===== config.mk =====
export PLATFORM = sky130hd
export DESIGN_NAME = oqbb_sin
export DESIGN_NICKNAME = d
export VERILOG_FILES = /design/src/rtl/oqbb_pkg.sv /design/src/rtl/oqbb_sin.sv
export SDC_FILE = /design/constraint.sdc
export NUM_CORES = 2
export LEC_CHECK = 0
export ABC_CLOCK_PERIOD_IN_PS = 26000
export BUFFER_PORTS_ARGS = -buffer_cell sky130_fd_sc_hd__buf_4
export CORE_ASPECT_RATIO = 0.7
export CORE_MARGIN = 2
export CORE_UTILIZATION = 55
export DETAILED_ROUTE_END_ITERATION = 8
export PLACE_DENSITY = 0.71
export SYNTH_ARGS = -nofsm -noshare
export SYNTH_HDL_FRONTEND = slang
export SYNTH_SLANG_ARGS = --single-unit

===== constraint.sdc =====
create_clock -name aclk -period 26 [get_ports aclk]
set_input_delay 6.5 -clock aclk [delete_from_list [all_inputs] [get_ports aclk]]
set_output_delay 6.5 -clock aclk [all_outputs]
set_load 0.02 [all_outputs]

===== src/rtl/oqbb_pkg.sv =====
`default_nettype none
package oqbb_pkg;

    localparam int NUM_CORNERS = 4;
    localparam int NUM_STAGES  = 13;
    localparam int TRIG_DELAY  = 4;
    localparam int BODY_DELAY  = 8;

    localparam int CFG_INDEX_W = 3;
    localparam int CFG_DATA_W  = 32;

    localparam int ROT_W  = 27;
    localparam int SCL_W  = 44;
    localparam int X_W    = 37;
    localparam int HI_W   = 49;
    localparam int LO_W   = 53;
    localparam int TERM_W = 40;
    localparam int P_W    = 41;

    localparam logic [30:0] SIN_A   = 31'd1686629713;
    localparam logic [29:0] SIN_B   = 30'd688904866;
    localparam logic [26:0] SIN_C   = 27'd76016977;
    localparam logic [14:0] QUARTER = 15'd16384;

    localparam logic [15:0] ASPECT_RESET = 16'd256;
    localparam logic [15:0] SCALE_RESET  = 16'd256;

    // bit k set: corner k lies on the positive side
    localparam logic [NUM_CORNERS-1:0] CORNER_POS_X = 4'b0110;
    localparam logic [NUM_CORNERS-1:0] CORNER_POS_Y = 4'b1100;

    typedef enum logic [CFG_INDEX_W-1:0] {
        CFG_ASPECT_RATIO = 3'd0,
        CFG_IMAGE_ANGLE  = 3'd1,
        CFG_IMAGE_SCALE  = 3'd2,
        CFG_CENTER_X     = 3'd3,
        CFG_CENTER_Y     = 3'd4,
        CFG_ATTACHED     = 3'd5
    } cfg_index_t;

    typedef struct packed {
        logic        [15:0] body_angle;
        logic signed [31:0] body_x;
        logic signed [31:0] body_y;
    } in_t;

    typedef struct packed {
        logic signed [31:0] min_x;
        logic signed [31:0] min_y;
        logic signed [31:0] max_x;
        logic signed [31:0] max_y;
    } out_t;

    typedef logic signed [X_W-1:0] coord_t;
    typedef coord_t [NUM_CORNERS-1:0] coord_vec_t;
    typedef logic signed [P_W-1:0] pos_t;
    typedef pos_t [NUM_CORNERS-1:0] pos_vec_t;

    function automatic logic signed [31:0] sat32(input logic signed [P_W-1:0] v);
        logic [P_W-32:0] top;
        top = v[P_W-1:31];
        if (top == '0 || top == '1) begin
            return v[31:0];
        end else if (v[P_W-1]) begin
            return 32'sh80000000;
        end else begin
            return 32'sh7FFFFFFF;
        end
    endfunction

endpackage
`default_nettype wire


===== src/rtl/oqbb_sin.sv =====
`default_nettype none
module oqbb_sin (
    input  wire logic               aclk,
    input  wire logic               en,
    input  wire logic        [15:0] angle,
    output logic signed      [31:0] sin_q30
);

    logic [14:0] r0;
    logic [14:0] z_next;
    logic [29:0] z2_prod;

    logic [14:0] z_reg [3];
    logic [28:0] z2_reg [2];
    logic [2:0]  neg_reg;
    logic [26:0] t_reg;
    logic [29:0] v_reg;
    logic signed [31:0] sin_reg;

    logic [55:0] t_prod;
    logic [26:0] t_next;
    logic [29:0] u;
    logic [58:0] v_prod;
    logic [29:0] v_next;
    logic [30:0] w;
    logic [45:0] s_prod;
    logic [30:0] s;
    logic signed [31:0] sin_next;

    always_comb begin
        r0      = {1'b0, angle[13:0]};
        z_next  = angle[14] ? (oqbb_pkg::QUARTER - r0) : r0;
        z2_prod = z_next * z_next;
        t_prod  = oqbb_pkg::SIN_C * z2_reg[0];
        t_next  = t_prod[54:28];
        u       = oqbb_pkg::SIN_B - 30'(t_reg);
        v_prod  = u * z2_reg[1];
        v_next  = v_prod[57:28];
        w       = oqbb_pkg::SIN_A - 31'(v_reg);
        s_prod  = w * z_reg[2];
        s       = s_prod[44:14];
        sin_next = neg_reg[2] ? -$signed({1'b0, s}) : $signed({1'b0, s});
    end

    always_ff @(posedge aclk) begin
        if (en) begin
            z_reg[0]  <= z_next;
            z_reg[1]  <= z_reg[0];
            z_reg[2]  <= z_reg[1];
            z2_reg[0] <= z2_prod[28:0];
            z2_reg[1] <= z2_reg[0];
            neg_reg   <= {neg_reg[1:0], angle[15]};
            t_reg     <= t_next;
            v_reg     <= v_next;
            sin_reg   <= sin_next;
        end
    end

    assign sin_q30 = sin_reg;

endmodule
`default_nettype wire


; Yosys cells after proc, flatten, opt, wreduce, memory -nomap -nowiden
; Memory sizes are Yosys's and may differ from the RTL's.
; Index checks and enable logic that the tools add are counted.
[totals]
memories = 2
regBits = 92
ram_bits = 103
romBits = 0
latch_bits = 0
output_inout_bits = 32
input_bits = 18
elab_cells = 19
[op_classes]
n_bitwise = 0
shifts = 0
n_lt_le_gt_ge = 0
reduce_logical = 0
n_eq_ne = 0
n_div = 0
muxes = 4
mul = 4
addsub = 4
[memory_table]
columns = memory, depth, width, read_ports, rd_clocked_by_memory_dff, wr, line_no
row1 = z2_reg, 2, 29, 2, 0, 2, oqbb_sin.sv:14  ; logic [28:0] z2_reg [2];
row2 = z_reg, 3, 15, 3, 0, 3, oqbb_sin.sv:13  ; logic [14:0] z_reg [3];
[ops]
columns = operator, count
row1 = multiplier 30 x 29 -> 58 bit, 1
row2 = "multiplier 27 x 29 -> 55 bit, first input constant", 1
row3 = multiplier 31 x 15 -> 45 bit, 1
row4 = negator 31 -> 32 bit, 1
row5 = 2-to-1 mux 31 bit, 1
row6 = "subtractor 31 x 30 -> 31 bit, first input constant", 1
row7 = "subtractor 30 x 27 -> 30 bit, first input constant", 1
row8 = multiplier 15 x 15 -> 29 bit, 1
row9 = 2-to-1 mux 15 bit, 1
row10 = "subtractor 15 x 14 -> 15 bit, first input constant", 1
row11 = 2-to-1 mux 1 bit, 2

; Longest topological paths before layout
[depth]
depth_word = 4
mapped_depth = 40
depth_no_buf = 39

; Worst setup path after synthesis
; Ideal clock, no wire load.
[synth_timing]
path_kind = input -> register
start = input port angle[0]
end = memory z2_reg[0][27], data pin
arrival_ps = 13747
stages = 27
setup_time_ps = 263
slack_ps = 11990
required_time_ps = 25737
n_path_buf = 1
cell_sequence = clkbuf_1 -> clkinv_1 -> ha_1 -> nand2_1 -> or3_1 -> nor2_1 -> nand2_1 -> nand2_1 -> xnor2_1 -> clkinv_1 -> nor2_1 -> fa_1 -> fa_1 -> fa_1 -> fa_1 -> fa_1 -> fa_1 -> ha_1 -> and3_1 -> o311a_1 -> a2111oi_0 -> o31ai_1 -> nand3_1 -> a21bo_2 -> a2111oi_0 -> a311oi_1 -> xnor2_1
[synth_lines]
columns = item, line_no
row1 = from (decl), oqbb_sin.sv:5  ; input wire logic [15:0] angle,
row2 = to (decl), oqbb_sin.sv:14

==> results.md <==
Status:
- The run finished with clean final reports.

Global routing:
- For this run the aggregate overflow at the end of global routing stands at 0.
- The maximum number of pins on one net before global-route repair is 86.
- Global routing used 28.3% of the available tracks.
- The via count of the first global-routing pass is 49,200.
- The first global-routing pass estimated around 270,000 microns of wire.
- The number of antenna violations at the first check in global routing is 2.

Detailed routing:
- Dividing the detail-routed via count by the number of cells gives 5.39.
- The remaining number of nets flagged by the antenna check after routing is 0.
- The DRC violation count after routing is 0.
- After the first detailed-routing iteration, the DRC count stood at 3,728.
- After detailed routing, the total wire length is around 160,000 microns.
- The detailed router placed about 46,000 vias in this run.
- In the final routed layout, each cell accounts on average for between 15 and 20 microns.
- Before antenna repair, the detailed router went through 5 iterations.

Floorplan:
- The full die area is 0.123 sq mm.
- The number of top-level pins is 50.
- The core region is 0.119 sq mm.
- The initial core utilization is a little under three fifths.
- From left edge to right edge, the die measures about 420 microns.
- The floorplan has between 100 and 150 rows.
- The die is about 290 microns tall.

Synth:
- The sequential cell area fraction in the yosys report is a little under 9%.
- Summing the areas of all fa, ha and maj instances in the mapped netlist gives about three fifths of the synthesized area.
- By count the netlist is led by inv_1 (1,882), fa_1 (1,522), nand2_1 (828), ha_1 (736), and2_1 (535).
- For this run, the number of Yosys warnings is 0.
- The multiplexer area fraction after synthesis is less than 1%.
- The synthesized design contains ~190 enable-type register cells.
- By area, the combinational part of the netlist is dominated by adder cells.
- After technology mapping, the gate count stands at 6,898.
- Summing the areas of all xor and xnor instances in the mapped netlist gives under 10% of the synthesized area.
- For this run, the leading register cell type out of synthesis is edfxtp_1.
- The library cell with the highest instance count after synthesis is inv_1.
- Yosys mapped the design onto between 70 and 80 distinct sky130hd cell types.
- For this run, asynchronously set or reset flops after synthesis account for 0%.
- Ranked by total cell area, the synthesized netlist is headed by fa_1 (46%), ha_1 (14%), inv_1 (11%), edfxtp_1 (8.7%), and2_1 (5.1%).
- The mean cell area of the mapped netlist is 9.59 sq um.
- The compound-gate portion of the synthesized area is roughly 3.6%.
- The netlist area before placement is about 0.066 sq mm.
- The synthesized design spends more area on one cell type than any other, namely fa_1.
- Counting flops and latches in the post-synthesis netlist gives ~190.
- Of the post-synthesis cell area, the dominant cell type holds between 40 and 50%.
- After Yosys synthesis, and, or, nand and nor cells account for between 10% and 20% of the synthesized area.

Cells and area:
- The register with the most flip-flops in the layout has between 50 and 60 of them.
- The area growth from synthesis to layout is 4.99%.
- The final-stage net count is 9,154.
- The proportion of layout cells with a drive suffix above 1 is around 3.7%.
- Summing all multi-input logic gate instances after layout gives between 0.05 and 0.06 sq mm.
- The area taken by flip-flops and latches is 0.00574 sq mm.
- The utilization after layout is about three fifths.
- Fill cells in the final layout number between 10,000 and 15,000.

Placed design:
- Once detailed placement completed, the half-perimeter wirelength came to ~130,000 microns.
- The final RePlAce weighted congestion is 0.900.
- Timing analysis after detailed placement gives a worst setup slack of around 10,000 ps.
- Input and output buffers added on the ports amount to 49.

Timing:
- The number of hold violations in the final report is 0.
- The tightest slew margin relative to the limit is about a fifth.
- After layout, the worst path uses 58.3% of the clock period.
- Once routing completed, OpenROAD measured the worst setup slack at between 10,000 and 15,000 ps.
- Static timing analysis puts the maximum clock frequency at roughly 66 MHz.
- Setup repair after global routing left no endpoint under its margin.
- The tightest hold path in the finished design has a slack of between 400 and 500 ps.
- The final-layout setup total negative slack is 0 ps.
- Between clock sinks in the finished design, the worst skew comes to just under 20 ps.
- The setup-violating endpoint count in the final report is 0.
- For the pin with the worst max-slew slack, the measured transition is ~1200 ps.
- The max-slew violation count was 0.
- The shortest period the worst path allows is about 15,000 ps.

Clock network:
- The H-tree was split into 4 levels.
- The post-CTS clock slew at the launch and capture registers of the worst setup and hold paths is 80 ps.
- The number of clock buffers inserted by TritonCTS is 17.
- In this run the deepest clock path goes through 2 buffers.
- The number of buffers inserted by post-CTS setup repair is 0.
- The later pin in the worst-skew pair is clocked with a latency of around 520 ps.
- The root cell of the clock tree is clkbuf_16.
- After clock tree synthesis, the flow added hold-fix buffers numbering 0.
- TritonCTS built the clock tree.
- For this design, the sink count on the clock tree is roughly 190.
- Post-CTS repair changed the size of 0 cells.

Critical path:
- On the worst path, the slowest cell contributes a delay of approximately 1000 ps.
- The cell class contributing the biggest share of worst-path delay is adder cells.
- Among the stages of the critical path, the cell type that occurs most often is fa_1.
- The largest fanout on the critical path is 10.
- Counting both buffers and inverters, the worst setup path holds a total of 3.
- The kind of start point of the critical path is an input port.
- The critical path is of the input port to flop type.
- STA puts the critical path data arrival time at 15,430 ps.
- The standard cell with the maximum stage delay on the critical path is a2111oi_0.
- The worst setup path is captured at a flop.
- STA puts the critical path data required time at between 20,000 and 30,000 ps.

Min path:
- The tightest min-delay check is of the flop to flop type.

Job:
- The total of max-cap violations is 0.
cell families (layout without fill, tap and decap cells):
kind of cell	after synthesis	count (layout)
adders and majority gates	2258	2258
buffers and inverters	2124	2077
and+or+nand+nor	1756	1756
AOI/OAI and AO/OA	355	355
xor gates and xnor gates	205	205
DFF	191	191
muxes	7	7
other	2	44
final timing paths:
path	to	cells past startpoint	slack, ps	start
worst max-delay path	z2_reg[0][27]	27	10830	angle[0]
worst max register to register	v_reg[28]	40	13220	t_reg[0]
worst min-delay path	z_reg[0][43]	0	420	z_reg[0][28]
worst min register to register	z_reg[0][43]	0	420	z_reg[0][28]
worst reg2reg max path, delay by kind of cell, from the launching register on:
family,cells,cell delay [ps]
fa+ha+maj,9,4490
flops,1,370
simple gates,10,1500
compound gates,10,4580
xor+xnor,1,140
mux,1,270
buf+inv,9,1120
layout by cell type (no fill, tap or decap), types with 7 or more instances in the layout:
cell type / synthesis / routed
inv_1: 1882 / 1882
fa_1: 1522 / 1522
nand2_1: 828 / 828
ha_1: 736 / 736
and2_1: 535 / 535
edfxtp_1: 191 / 191
nor2_1: 160 / 160
buf_4: 0 / 154
xnor2_1: 133 / 113
a21oi_1: 97 / 97
o21ai_0: 57 / 57
xor2_1: 72 / 54
a21o_1: 51 / 51
nor2b_1: 42 / 42
conb_1: 2 / 42
nor3_1: 38 / 38
o21a_1: 32 / 32
nand3_1: 30 / 30
nand2b_1: 27 / 27
xnor2_2: 0 / 20
xor2_2: 0 / 18
clkbuf_16: 0 / 17
o31ai_1: 16 / 15
and3_1: 14 / 14
a31oi_1: 13 / 13
nand4_1: 12 / 12
nor4_1: 10 / 10
or2_2: 10 / 10
o211ai_1: 10 / 10
clkinv_1: 8 / 8
and4_1: 8 / 8
or3_1: 8 / 8
a2111oi_0: 7 / 7
or4_1: 7 / 7
a211oi_1: 7 / 7
a21boi_0: 7 / 7
stage by stage:
stage	cell area, sq um	instances
floorplan	66300	6938
global placement	68900	8425
detailed placement	68900	8425
CTS	69500	8457
global route	69500	8457
finish	69500	8459
routing by layer:
layer	global-route usage, %	up-vias	share of wire [%]	wire [microns]
met3	7.66	207	11	18400
met4	5.17	0	1.9	3090
met2	41.2	2043	42	68900
li1	-	20200	-	-
met1	42.7	23200	45	73200
met5	0	-	0	0
cell type report:
class | count | share of cell area [%]
clock buffer | 17 | 0.612
antenna | 2 | 0.00721
sequential | 191 | 8.26
multi-input combinational | 4623 | 76.2
tap | 1566 | 2.82
timing repair buffer | 155 | 1.68
inverter | 1890 | 10.2
clock inverter | 15 | 0.238
Power is not shown: default switching activity piles up to over one toggle a cycle in this logic, so the estimate is an artifact.
