### config.mk
export PLATFORM = sky130hd
export DESIGN_NAME = oqbb_minmax
export DESIGN_NICKNAME = d
export VERILOG_FILES = /design/src/rtl/oqbb_pkg.sv /design/src/rtl/oqbb_minmax.sv
export SDC_FILE = /design/constraint.sdc
export NUM_CORES = 1
export LEC_CHECK = 0
export ABC_CLOCK_PERIOD_IN_PS = 3700
export BUFFER_PORTS_ARGS = -buffer_cell sky130_fd_sc_hd__buf_2
export CAP_MARGIN = 20
export CORE_ASPECT_RATIO = 0.7
export CORE_MARGIN = 10
export CORE_UTILIZATION = 45
export DETAILED_ROUTE_END_ITERATION = 10
export PLACE_DENSITY = 0.62
export SYNTH_ARGS = -nofsm -noshare
export SYNTH_HDL_FRONTEND = slang
export SYNTH_SLANG_ARGS = --single-unit
### constraint.sdc
create_clock -name aclk -period 3.7 [get_ports aclk]
set_input_delay 0.555 -clock aclk [delete_from_list [all_inputs] [get_ports aclk]]
set_output_delay 0.555 -clock aclk [all_outputs]
set_load 0.005 [all_outputs]
### src/rtl/oqbb_pkg.sv
`default_nettype none
package oqbb_pkg;

    localparam int NUM_CORNERS = 4;
    localparam int NUM_STAGES  = 13;
    localparam int TRIG_DELAY  = 4;
    localparam int BODY_DELAY  = 8;

    localparam int CFG_INDEX_W = 3;
    localparam int CFG_DATA_W  = 32;

    localparam int ROT_W  = 27;
    localparam int SCL_W  = 44;
    localparam int X_W    = 37;
    localparam int HI_W   = 49;
    localparam int LO_W   = 53;
    localparam int TERM_W = 40;
    localparam int P_W    = 41;

    localparam logic [30:0] SIN_A   = 31'd1686629713;
    localparam logic [29:0] SIN_B   = 30'd688904866;
    localparam logic [26:0] SIN_C   = 27'd76016977;
    localparam logic [14:0] QUARTER = 15'd16384;

    localparam logic [15:0] ASPECT_RESET = 16'd256;
    localparam logic [15:0] SCALE_RESET  = 16'd256;

    // bit k set: corner k lies on the positive side
    localparam logic [NUM_CORNERS-1:0] CORNER_POS_X = 4'b0110;
    localparam logic [NUM_CORNERS-1:0] CORNER_POS_Y = 4'b1100;

    typedef enum logic [CFG_INDEX_W-1:0] {
        CFG_ASPECT_RATIO = 3'd0,
        CFG_IMAGE_ANGLE  = 3'd1,
        CFG_IMAGE_SCALE  = 3'd2,
        CFG_CENTER_X     = 3'd3,
        CFG_CENTER_Y     = 3'd4,
        CFG_ATTACHED     = 3'd5
    } cfg_index_t;

    typedef struct packed {
        logic        [15:0] body_angle;
        logic signed [31:0] body_x;
        logic signed [31:0] body_y;
    } in_t;

    typedef struct packed {
        logic signed [31:0] min_x;
        logic signed [31:0] min_y;
        logic signed [31:0] max_x;
        logic signed [31:0] max_y;
    } out_t;

    typedef logic signed [X_W-1:0] coord_t;
    typedef coord_t [NUM_CORNERS-1:0] coord_vec_t;
    typedef logic signed [P_W-1:0] pos_t;
    typedef pos_t [NUM_CORNERS-1:0] pos_vec_t;

    function automatic logic signed [31:0] sat32(input logic signed [P_W-1:0] v);
        logic [P_W-32:0] top;
        top = v[P_W-1:31];
        if (top == '0 || top == '1) begin
            return v[31:0];
        end else if (v[P_W-1]) begin
            return 32'sh80000000;
        end else begin
            return 32'sh7FFFFFFF;
        end
    endfunction

endpackage
`default_nettype wire

### src/rtl/oqbb_minmax.sv
`default_nettype none
module oqbb_minmax (
    input  wire logic               aclk,
    input  wire logic               en,
    input  wire oqbb_pkg::pos_vec_t px,
    input  wire oqbb_pkg::pos_vec_t py,
    output oqbb_pkg::out_t          result
);

    oqbb_pkg::pos_t lo_x_next [2], lo_y_next [2], hi_x_next [2], hi_y_next [2];
    oqbb_pkg::pos_t lo_x_reg  [2], lo_y_reg  [2], hi_x_reg  [2], hi_y_reg  [2];
    oqbb_pkg::pos_t lo_x, lo_y, hi_x, hi_y;
    oqbb_pkg::out_t result_next, result_reg;

    always_comb begin
        for (int h = 0; h < 2; h++) begin
            lo_x_next[h] = ($signed(px[2*h+1]) < $signed(px[2*h])) ? px[2*h+1] : px[2*h];
            hi_x_next[h] = ($signed(px[2*h+1]) > $signed(px[2*h])) ? px[2*h+1] : px[2*h];
            lo_y_next[h] = ($signed(py[2*h+1]) < $signed(py[2*h])) ? py[2*h+1] : py[2*h];
            hi_y_next[h] = ($signed(py[2*h+1]) > $signed(py[2*h])) ? py[2*h+1] : py[2*h];
        end
        lo_x = ($signed(lo_x_reg[1]) < $signed(lo_x_reg[0])) ? lo_x_reg[1] : lo_x_reg[0];
        hi_x = ($signed(hi_x_reg[1]) > $signed(hi_x_reg[0])) ? hi_x_reg[1] : hi_x_reg[0];
        lo_y = ($signed(lo_y_reg[1]) < $signed(lo_y_reg[0])) ? lo_y_reg[1] : lo_y_reg[0];
        hi_y = ($signed(hi_y_reg[1]) > $signed(hi_y_reg[0])) ? hi_y_reg[1] : hi_y_reg[0];
        result_next.min_x = oqbb_pkg::sat32(lo_x);
        result_next.min_y = oqbb_pkg::sat32(lo_y);
        result_next.max_x = oqbb_pkg::sat32(hi_x);
        result_next.max_y = oqbb_pkg::sat32(hi_y);
    end

    always_ff @(posedge aclk) begin
        if (en) begin
            lo_x_reg   <= lo_x_next;
            hi_x_reg   <= hi_x_next;
            lo_y_reg   <= lo_y_next;
            hi_y_reg   <= hi_y_next;
            result_reg <= result_next;
        end
    end

    assign result = result_reg;

endmodule
`default_nettype wire

# After elaboration in Yosys (flattened, before gate mapping)
# Index checks and enable logic that the tools add are counted.
totals:
  register_bits: 456
classes:
  n_mux: 20
  n_eq_ne: 4
  order_cmp: 12
  n_reduce_logical: 8
ops:
  columns: ["operator", "n"]
  rows:
  - ["2-to-1 mux 41 bit", 12]
  - ["2-to-1 mux 32 bit", 8]
  - ["> comparator 41 bit", 6]
  - ["less-than comparator 41 bit", 6]
  - ["== test 10 bit, second input constant", 4]
  - ["zero test 10 bit", 4]
  - ["logical OR 1 bit", 4]

# Depth between registers and ports, before layout
# Gate-level depths: netlist of run 1.
logic_depth:
  ltp_word: 5
  depth_mapped: 13
  ltp_nobuf: 11

# Least setup slack after synthesis of run 1
# Ideal clock, no wire load.
synth_path:
  path_kind: "input-to-reg"
  from: "in py[39] (netlist bit)"
  to: "reg hi_y_reg[41] (netlist bit), data pin"
  setup_ns: 0.260
  path_buffers: 1
  cell_stages: 12
  required_ns: 3.440
  path_slack_ns: 0.384
  arrival_ns: 3.056
  cell_sequence: "inv_1 -> ha_1 -> nand4_1 -> or2_1 -> nor4_1 -> nand3_1 -> or3_1 -> a21oi_2 -> nor4_1 -> nor3b_2 -> buf_4 -> mux2_2"
synth_rtl:
  columns: ["element", "line_no", "rtl"]
  rows:
  - ["start: declaration", "oqbb_minmax.sv:6", "input wire oqbb_pkg::pos_vec_t py,"]
  - ["end signal: assignment", "oqbb_minmax.sv:37", "hi_y_reg <= hi_y_next;"]
  - ["end: declaration", "oqbb_minmax.sv:11", "oqbb_pkg::pos_t lo_x_reg [2], lo_y_reg [2], hi_x_reg [2], hi_y_reg [2];"]

==> metrics.yaml, run 1 <==
placement:
  dp_hpwl_um: 73000
  io_buffers: 457
  gp_congestion: 0.959
  placed_cell_area_um2: 33100
  dp_slack_ps: -438
layout:
  drive_gt1_share_pct: 32.6
  largest_reg_flops: 128
  syn2layout_area_growth_pct: 22.5
  stdcell_area_um2: 34900
  final_nets: 3702
  layout_common_cells: "edfxtp_1 (456), buf_2 (456), inv_1 (336)"
outcome:
  status: "finished, violations left"
  violations: "negative setup slack"
global_route:
  grt_pass1_vias: 22500
  gr-usage-all-layers_pct: 24.5
  grt_pass1_wl_um: 139000
  grt_max_degree: 89
  antenna_found_initial: 17
  grt_overflow: 0
worst_hold_path:
  hold_class: "input pin to flip-flop"
  worstHoldPathCells: 3
  min_to: "lo_y_reg[26]"
  worstHoldStart: "py[149]"
synth:
  synth.distinct_cells: 56
  ys.flop_type: "edfxtp_1"
  syn_area_um2: 28500
  syn_area_per_cell_um2: 11.6
  synthCells: 2459
  yosys_register_bits: 456
  seq_area_frac_synth_pct: 48.1
  ys_warn_count: 0
  async_reset_ff_share_pct: 0
  synth_nets: 3115
  synth_edf_count: 456
route:
  ant_nets: 0
  avgViaCountPerCell: 5.70
  drc: 0
  firstDrtPassIters: 5
  drt_iter0_drc: 2139
  wl_per_cell_um: 24.2
  wl_um: 95000
  vias: 22400
die:
  ioPinCount: 458
  die_height_um: 231
  die_w_um: 321
  rows: 77
  die_area_um2: 73900
  coreArea_um2: 62900
  start_util_pct: 45.3
timing:
  timing.fmax_mhz: 270
  tns_ps: -1.19
  worst_pin_slew_ps: 1080
  fin_ws_ps: -1.19
  final.min_clock_period_ps: 3700
  setup_viol: 1
  min_period_over_period_pct: 100
  report.final.slew_viol_count: 0
  fin_skew_ps: 21.1
  maxSlewHeadroom_pct: 27.7
  hold_ws_ps: 280
  hold_viol: 0
critical_path:
  r2r_end: "result[34]"
  r2r_start: "hi_x_reg[77]"
  worstPathArrival_ps: 4030
  ff2ff_setup_slack_ps: -1
  crit_path_start_kind: "flip-flop"
  crit_fanout: 15
  required_ps: 4030
  r2r_cells: 13
  path_class: "flip-flop to flip-flop"
  endpoint_kind: "flip-flop"
power_and_ir_drop:
  leakage_uw: 0.0158
  clkPwrFrac_pct: 27.9
  power_density_nw_per_um2: 491
  swShare_pct: 31.7
  power_frac_comb_pct: 30.4
  sequentialPowerShare_pct: 41.7
  p_switching_uw: 5430
  power.total_uw: 17100
  p_int_uw: 11700
  ir_drop_uv: 385
clocking:
  cts.htree.levels: 2
  clkTransAtPathRegs_ps: 60
  cts_root_buf: "clkbuf_16"
  tritoncts: "yes"
  clockBufferDepth: 3
  clock_sinks: 456
  insertion_delay_ps: 590
  numCtsBuffers: 49
  cts_hold_buf: 0
run:
  max_cap_viol_count: 0
-- logic make-up after synthesis --
kind of cell	after synthesis	synth area share, %
muxes	356	13.8
buffers and inverters	428	5.86
adders and majority gates	326	14.3
AOI/OAI and AO/OA	567	12.3
and+or+nand+nor	326	5.72
DFF	456	48.1
-- worst max path at each step --
| stage | start | endpoint | slack [ps] | depth (start not counted) |
|---|---|---|---|---|
| floorplan | py[39] | hi_y_reg[41] | 380 | 12 |
| global placement | py[40] | hi_y_reg[57] | -440 | 14 |
| detailed placement | py[40] | hi_y_reg[56] | -440 | 14 |
| CTS | hi_x_reg[77] | result[32] | 9 | 12 |
| global route | hi_x_reg[77] | result[34] | -50 | 13 |
| finish | hi_x_reg[77] | result[34] | -1 | 13 |
-- Yosys cell counts, drive strengths merged (5+ instances only) --
| library cell | n | share of area (%) |
|---|---|---|
| o21bai | 5 | 0.13 |
| nor2b | 14 | 0.31 |
| buf | 35 | 0.68 |
| mux2 | 291 | 11 |
| nor2 | 65 | 0.86 |
| a21o | 101 | 2.7 |
| clkbuf | 57 | 0.76 |
| nand2b | 7 | 0.15 |
| o21a | 17 | 0.45 |
| a31oi | 6 | 0.13 |
| o31ai | 10 | 0.26 |
| mux2i | 65 | 2.3 |
| ha | 326 | 14 |
| a221o | 33 | 1.2 |
| inv | 336 | 4.4 |
| nand4 | 74 | 1.6 |
| o21ai | 110 | 1.9 |
| a21oi | 244 | 4.3 |
| nand3 | 23 | 0.40 |
| nand2 | 87 | 1.1 |
| nor4 | 26 | 0.59 |
| a211oi | 7 | 0.18 |
| nor3 | 15 | 0.26 |
| edfxtp | 456 | 48 |
-- cell type report --
type / instances / area (um^2)
Multi-Input combinational cell: 1575 / 13400
Inverter: 336 / 1260
Clock inverter: 31 / 200
Timing Repair Buffer: 628 / 3990
Sequential cell: 456 / 13700
Clock buffer: 58 / 1300
Antenna cell: 11 / 27.5
Tap cell: 829 / 1040
Fill cell: 5402 / 28000
-- critical path: stages (launching register included) --
cell and delay [ps]:
edfxtp_1 460, inv_1 70, ha_1 300, nand4_1 210, or4_4 630, or2_4 280, o22ai_4 220, a2bb2oi_2 110
o211ai_4 150, mux2_4 360, a21oi_4 180, buf_12 150, clkbuf_16 190, o21ai_1 110
-- power groups by stage --
stage | Combinational [uW] | Sequential (uW) | Clock (uW)
floorplan | 2710 | 7100 | 0
global placement | 4800 | 7240 | 0
detailed placement | 4920 | 7250 | 0
CTS | 4970 | 7150 | 4870
global route | 5650 | 7210 | 5080
finish | 5200 | 7150 | 4780
-- routing by layer --
layer | part of all wire, % | vias up | global-route usage [%]
li1 | - | 10400 | -
met1 | 44 | 10900 | 34.3
met2 | 44 | 905 | 37.8
met3 | 9.8 | 143 | 5.79
met4 | 2.4 | 10 | 6.27
met5 | 0.066 | - | 0
-- metrics by stage --
stage / cells / util [%]
CTS: 3901 / 55.0
finish: 3924 / 55.5
global route: 3915 / 55.4
global placement: 3812 / 52.6
floorplan: 2459 / -
detailed placement: 3812 / 52.6
-- timing repair --
| item | in CTS | in global routing |
|---|---|---|
| buffers inserted | 0 | 9 |
| gates resized for setup | 0 | 20 |
| endpoints found under the setup margin | 0 | 98 |
Power figures use the tool's default switching activity.
==> run 2: changes to the inputs <==
--- a/config.mk
+++ b/config.mk
@@ -11,6 +11,7 @@
 export CORE_ASPECT_RATIO = 0.7
 export CORE_MARGIN = 10
 export CORE_UTILIZATION = 45
+export CTS_CLUSTER_DIAMETER = 30
 export DETAILED_ROUTE_END_ITERATION = 10
 export PLACE_DENSITY = 0.62
 export SYNTH_ARGS = -nofsm -noshare
==> constraint.sdc (replaced) <==
create_clock -name aclk -period 3.7 [get_ports aclk]
set_input_delay 0.37 -clock aclk [delete_from_list [all_inputs] [get_ports aclk]]
set_output_delay 0.37 -clock aclk [all_outputs]
set_load 0.005 [all_outputs]
==> run 2 against run 1 <==
Against the previous run:
- the run now ends clean
- die area did not move
- global-route usage rose by 0.45 points
- utilization rose by 3.0 points
- first-iteration DRC count rose by 6.8%
- wire length rose by 1.5%
- design area rose by 5.4%
==> metrics.yaml, run 2 (same netlist as run 1, synthesis figures left out) <==
power_and_ir_drop:
  swShare_pct: 29.3  # was 31.7%
  leakage_uw: 0.0166  # was 0.0158 uW
  power_frac_comb_pct: 24.0  # was 30.4%
  clkPwrFrac_pct: 43.1  # was 27.9%
  p_switching_uw: 6380  # was 5430 uW
  p_int_uw: 15400  # was 11700 uW
  power_density_nw_per_um2: 592  # was 491 nW/um^2
  sequentialPowerShare_pct: 33.0  # was 41.7%
  ir_drop_uv: 385  # about the same
critical_path:
  path_class: "flip-flop to flip-flop"  # unchanged
  required_ps: 4080  # was 4030 ps
  r2r_cells: 13  # unchanged
  crit_path_start_kind: "flip-flop"  # unchanged
  cp-endpoint: "result[59]"  # was result[34]
  r2r_end: "result[59]"  # was result[34]
  crit_fanout: 15  # unchanged
  critPathLaunch: "hi_x_reg[77]"  # unchanged
  endpoint_kind: "flip-flop"  # unchanged
  r2r_start: "hi_x_reg[77]"  # unchanged
  worstPathArrival_ps: 4050  # was 4030 ps
  ff2ff_setup_slack_ps: 30  # was -1 ps
placement:
  gp_congestion: 0.927  # was 0.959
  io_buffers: 457  # unchanged
  dp_hpwl_um: 72400  # was 73000 um
  dp_slack_ps: -340  # was -438 ps
  placed_cell_area_um2: 32700  # was 33100 um^2
die:
  die_area_um2: 73900  # unchanged
  start_util_pct: 45.3  # unchanged
  ioPinCount: 458  # unchanged
  coreArea_um2: 62900  # unchanged
  rows: 77  # unchanged
  die_height_um: 231  # unchanged
  die_w_um: 321  # unchanged
route:
  avgViaCountPerCell: 5.67  # was 5.70
  ant_nets: 0  # unchanged
  firstDrtPassIters: 6  # was 5
  wl_per_cell_um: 24.1  # was 24.2 um
  drc: 0  # unchanged
  vias: 22700  # was 22400
  drt_iter0_drc: 2284  # was 2139
  wl_um: 96500  # was 95000 um
layout:
  post-route-util_pct: 58.5  # was 55.5%
  fillers: 5206  # was 5402
  final_nets: 3720  # was 3702
  layout_common_cells: "edfxtp_1 (456), buf_2 (456), inv_1 (335)"  # was edfxtp_1 (456), buf_2 (456), inv_1 (336)
  drive_gt1_share_pct: 33.7  # was 32.6%
  stdcell_area_um2: 36800  # was 34900 um^2
  syn2layout_area_growth_pct: 29.1  # was 22.5%
  largest_reg_flops: 128  # unchanged
worst_hold_path:
  worstHoldPathCells: 3  # unchanged
  hold_class: "input pin to flip-flop"  # unchanged
timing:
  fin_skew_ps: 36.2  # was 21.1 ps
  worst_pin_slew_ps: 726  # was 1080 ps
  min_period_over_period_pct: 99.3  # was 100%
  report.final.slew_viol_count: 0  # unchanged
  maxSlewHeadroom_pct: 50.9  # was 27.7%
  hold_viol: 0  # unchanged
  setup_viol: 0  # was 1
  timing.fmax_mhz: 272  # was 270 MHz
  final.min_clock_period_ps: 3670  # was 3700 ps
  fin_ws_ps: 27.3  # was -1.19 ps
clocking:
  numCtsBuffers: 104  # was 49
  tritoncts: "yes"  # unchanged
  clockBufferDepth: 3  # unchanged
  cts.htree.levels: 3  # was 2
  insertion_delay_ps: 660  # was 590 ps
  cts_root_buf: "clkbuf_16"  # unchanged
  clock_sinks: 456  # unchanged
  clkTransAtPathRegs_ps: 50  # was 60 ps
run:
  max_cap_viol_count: 0  # unchanged
outcome:
  status: "completed"  # was finished, violations left
global_route:
  grt_pass1_wl_um: 141000  # was 139000 um
  gr-usage-all-layers_pct: 25.0  # was 24.5%
  grt_pass1_vias: 23100  # was 22500
  antenna_found_initial: 21  # was 17
  grt_max_degree: 97  # was 89
  grt_overflow: 0  # unchanged
==> run 2: cell types whose count changed in the layout (fill, tap and decap cells not counted), moves of 3 or more <==
cell | before | now
buf_4 | 139 | 92
bufinv_16 | 2 | 15
clkbuf_16 | 54 | 112
clkinv_2 | 11 | 20
clkinv_4 | 1 | 8
clkinvlp_4 | 0 | 11
diode_2 | 11 | 20
dlygate4sd3_1 | 0 | 10
ha_1 | 326 | 323
ha_4 | 0 | 3
inv_6 | 1 | 4
nor4_1 | 20 | 23
==> run 2: power by group through the flow <==
stage	sequential, uW	clock, uW	combinational (uW)
6_report	7180	9370	5210
2_1_floorplan	7100	0	2710
3_3_place_gp	7240	0	4710
4_1_cts	7170	9490	4880
5_1_grt	7240	9780	5640
3_5_place_dp	7250	0	4830
==> run 2: metal layers <==
metal / track usage (%) / wire length (um)
met2: 37.1 / 42000
met4: 8.52 / 2250
met1: 34.7 / 42200
met5: 0 / 49
met3: 6.76 / 9900
==> run 2: worst max-delay path: stages, from the launching register on <==
cell,delay [ps]
edfxtp_1,440
inv_2,80
ha_4,280
nand4_1,210
or4_4,630
or2_1,280
o22ai_4,230
a2bb2oi_2,110
o211ai_4,160
mux2_4,380
a21oi_4,170
buf_12,140
clkbuf_16,190
o21ai_1,100
==> run 2: worst min-delay path by stage <==
stage / start / end / slack, ps
6_report: py[125] / lo_y_reg[2] / 40
5_1_grt: py[149] / lo_y_reg[26] / 10
3_3_place_gp: hi_y_reg[70] / result[29] / 570
3_5_place_dp: hi_y_reg[63] / result[22] / 570
4_1_cts: py[88] / hi_y_reg[6] / 0.4
2_1_floorplan: en / hi_x_reg[0] / 480
==> run 2: metrics by stage <==
step           setup TNS, ps  cells  hold WS, ps  power [uW]
5_1_grt                -56.3   3987         14.8       22700
3_3_place_gp          -27820   3758          568       11900
3_5_place_dp          -33240   3759          568       12100
6_report                   0   4000         44.5       21800
2_1_floorplan              0   2459          482        9810
4_1_cts                    0   3962        0.410       21500
==> run 2: layout make-up <==
type	instances	area (um^2)	area share, %
inverters	336	1260	3.43
well taps	829	1040	2.82
clock inverters	77	867	2.36
clock buffers	116	2710	7.37
flip-flops and latches	456	13700	37.2
diodes	20	50.0	0.136
repair buffers	591	3750	10.2
multi-input cells	1575	13400	36.5
==> run 2: what timing repair did <==
action | in CTS | in global routing
cloned | 0 | 5
setup buffers | 0 | 13
hold buffers | 10 | 0
setup endpoints to repair | 6 | 187
hold endpoints to repair | 9 | 0
resized for setup | 1 | 22
pin swaps | 0 | 10
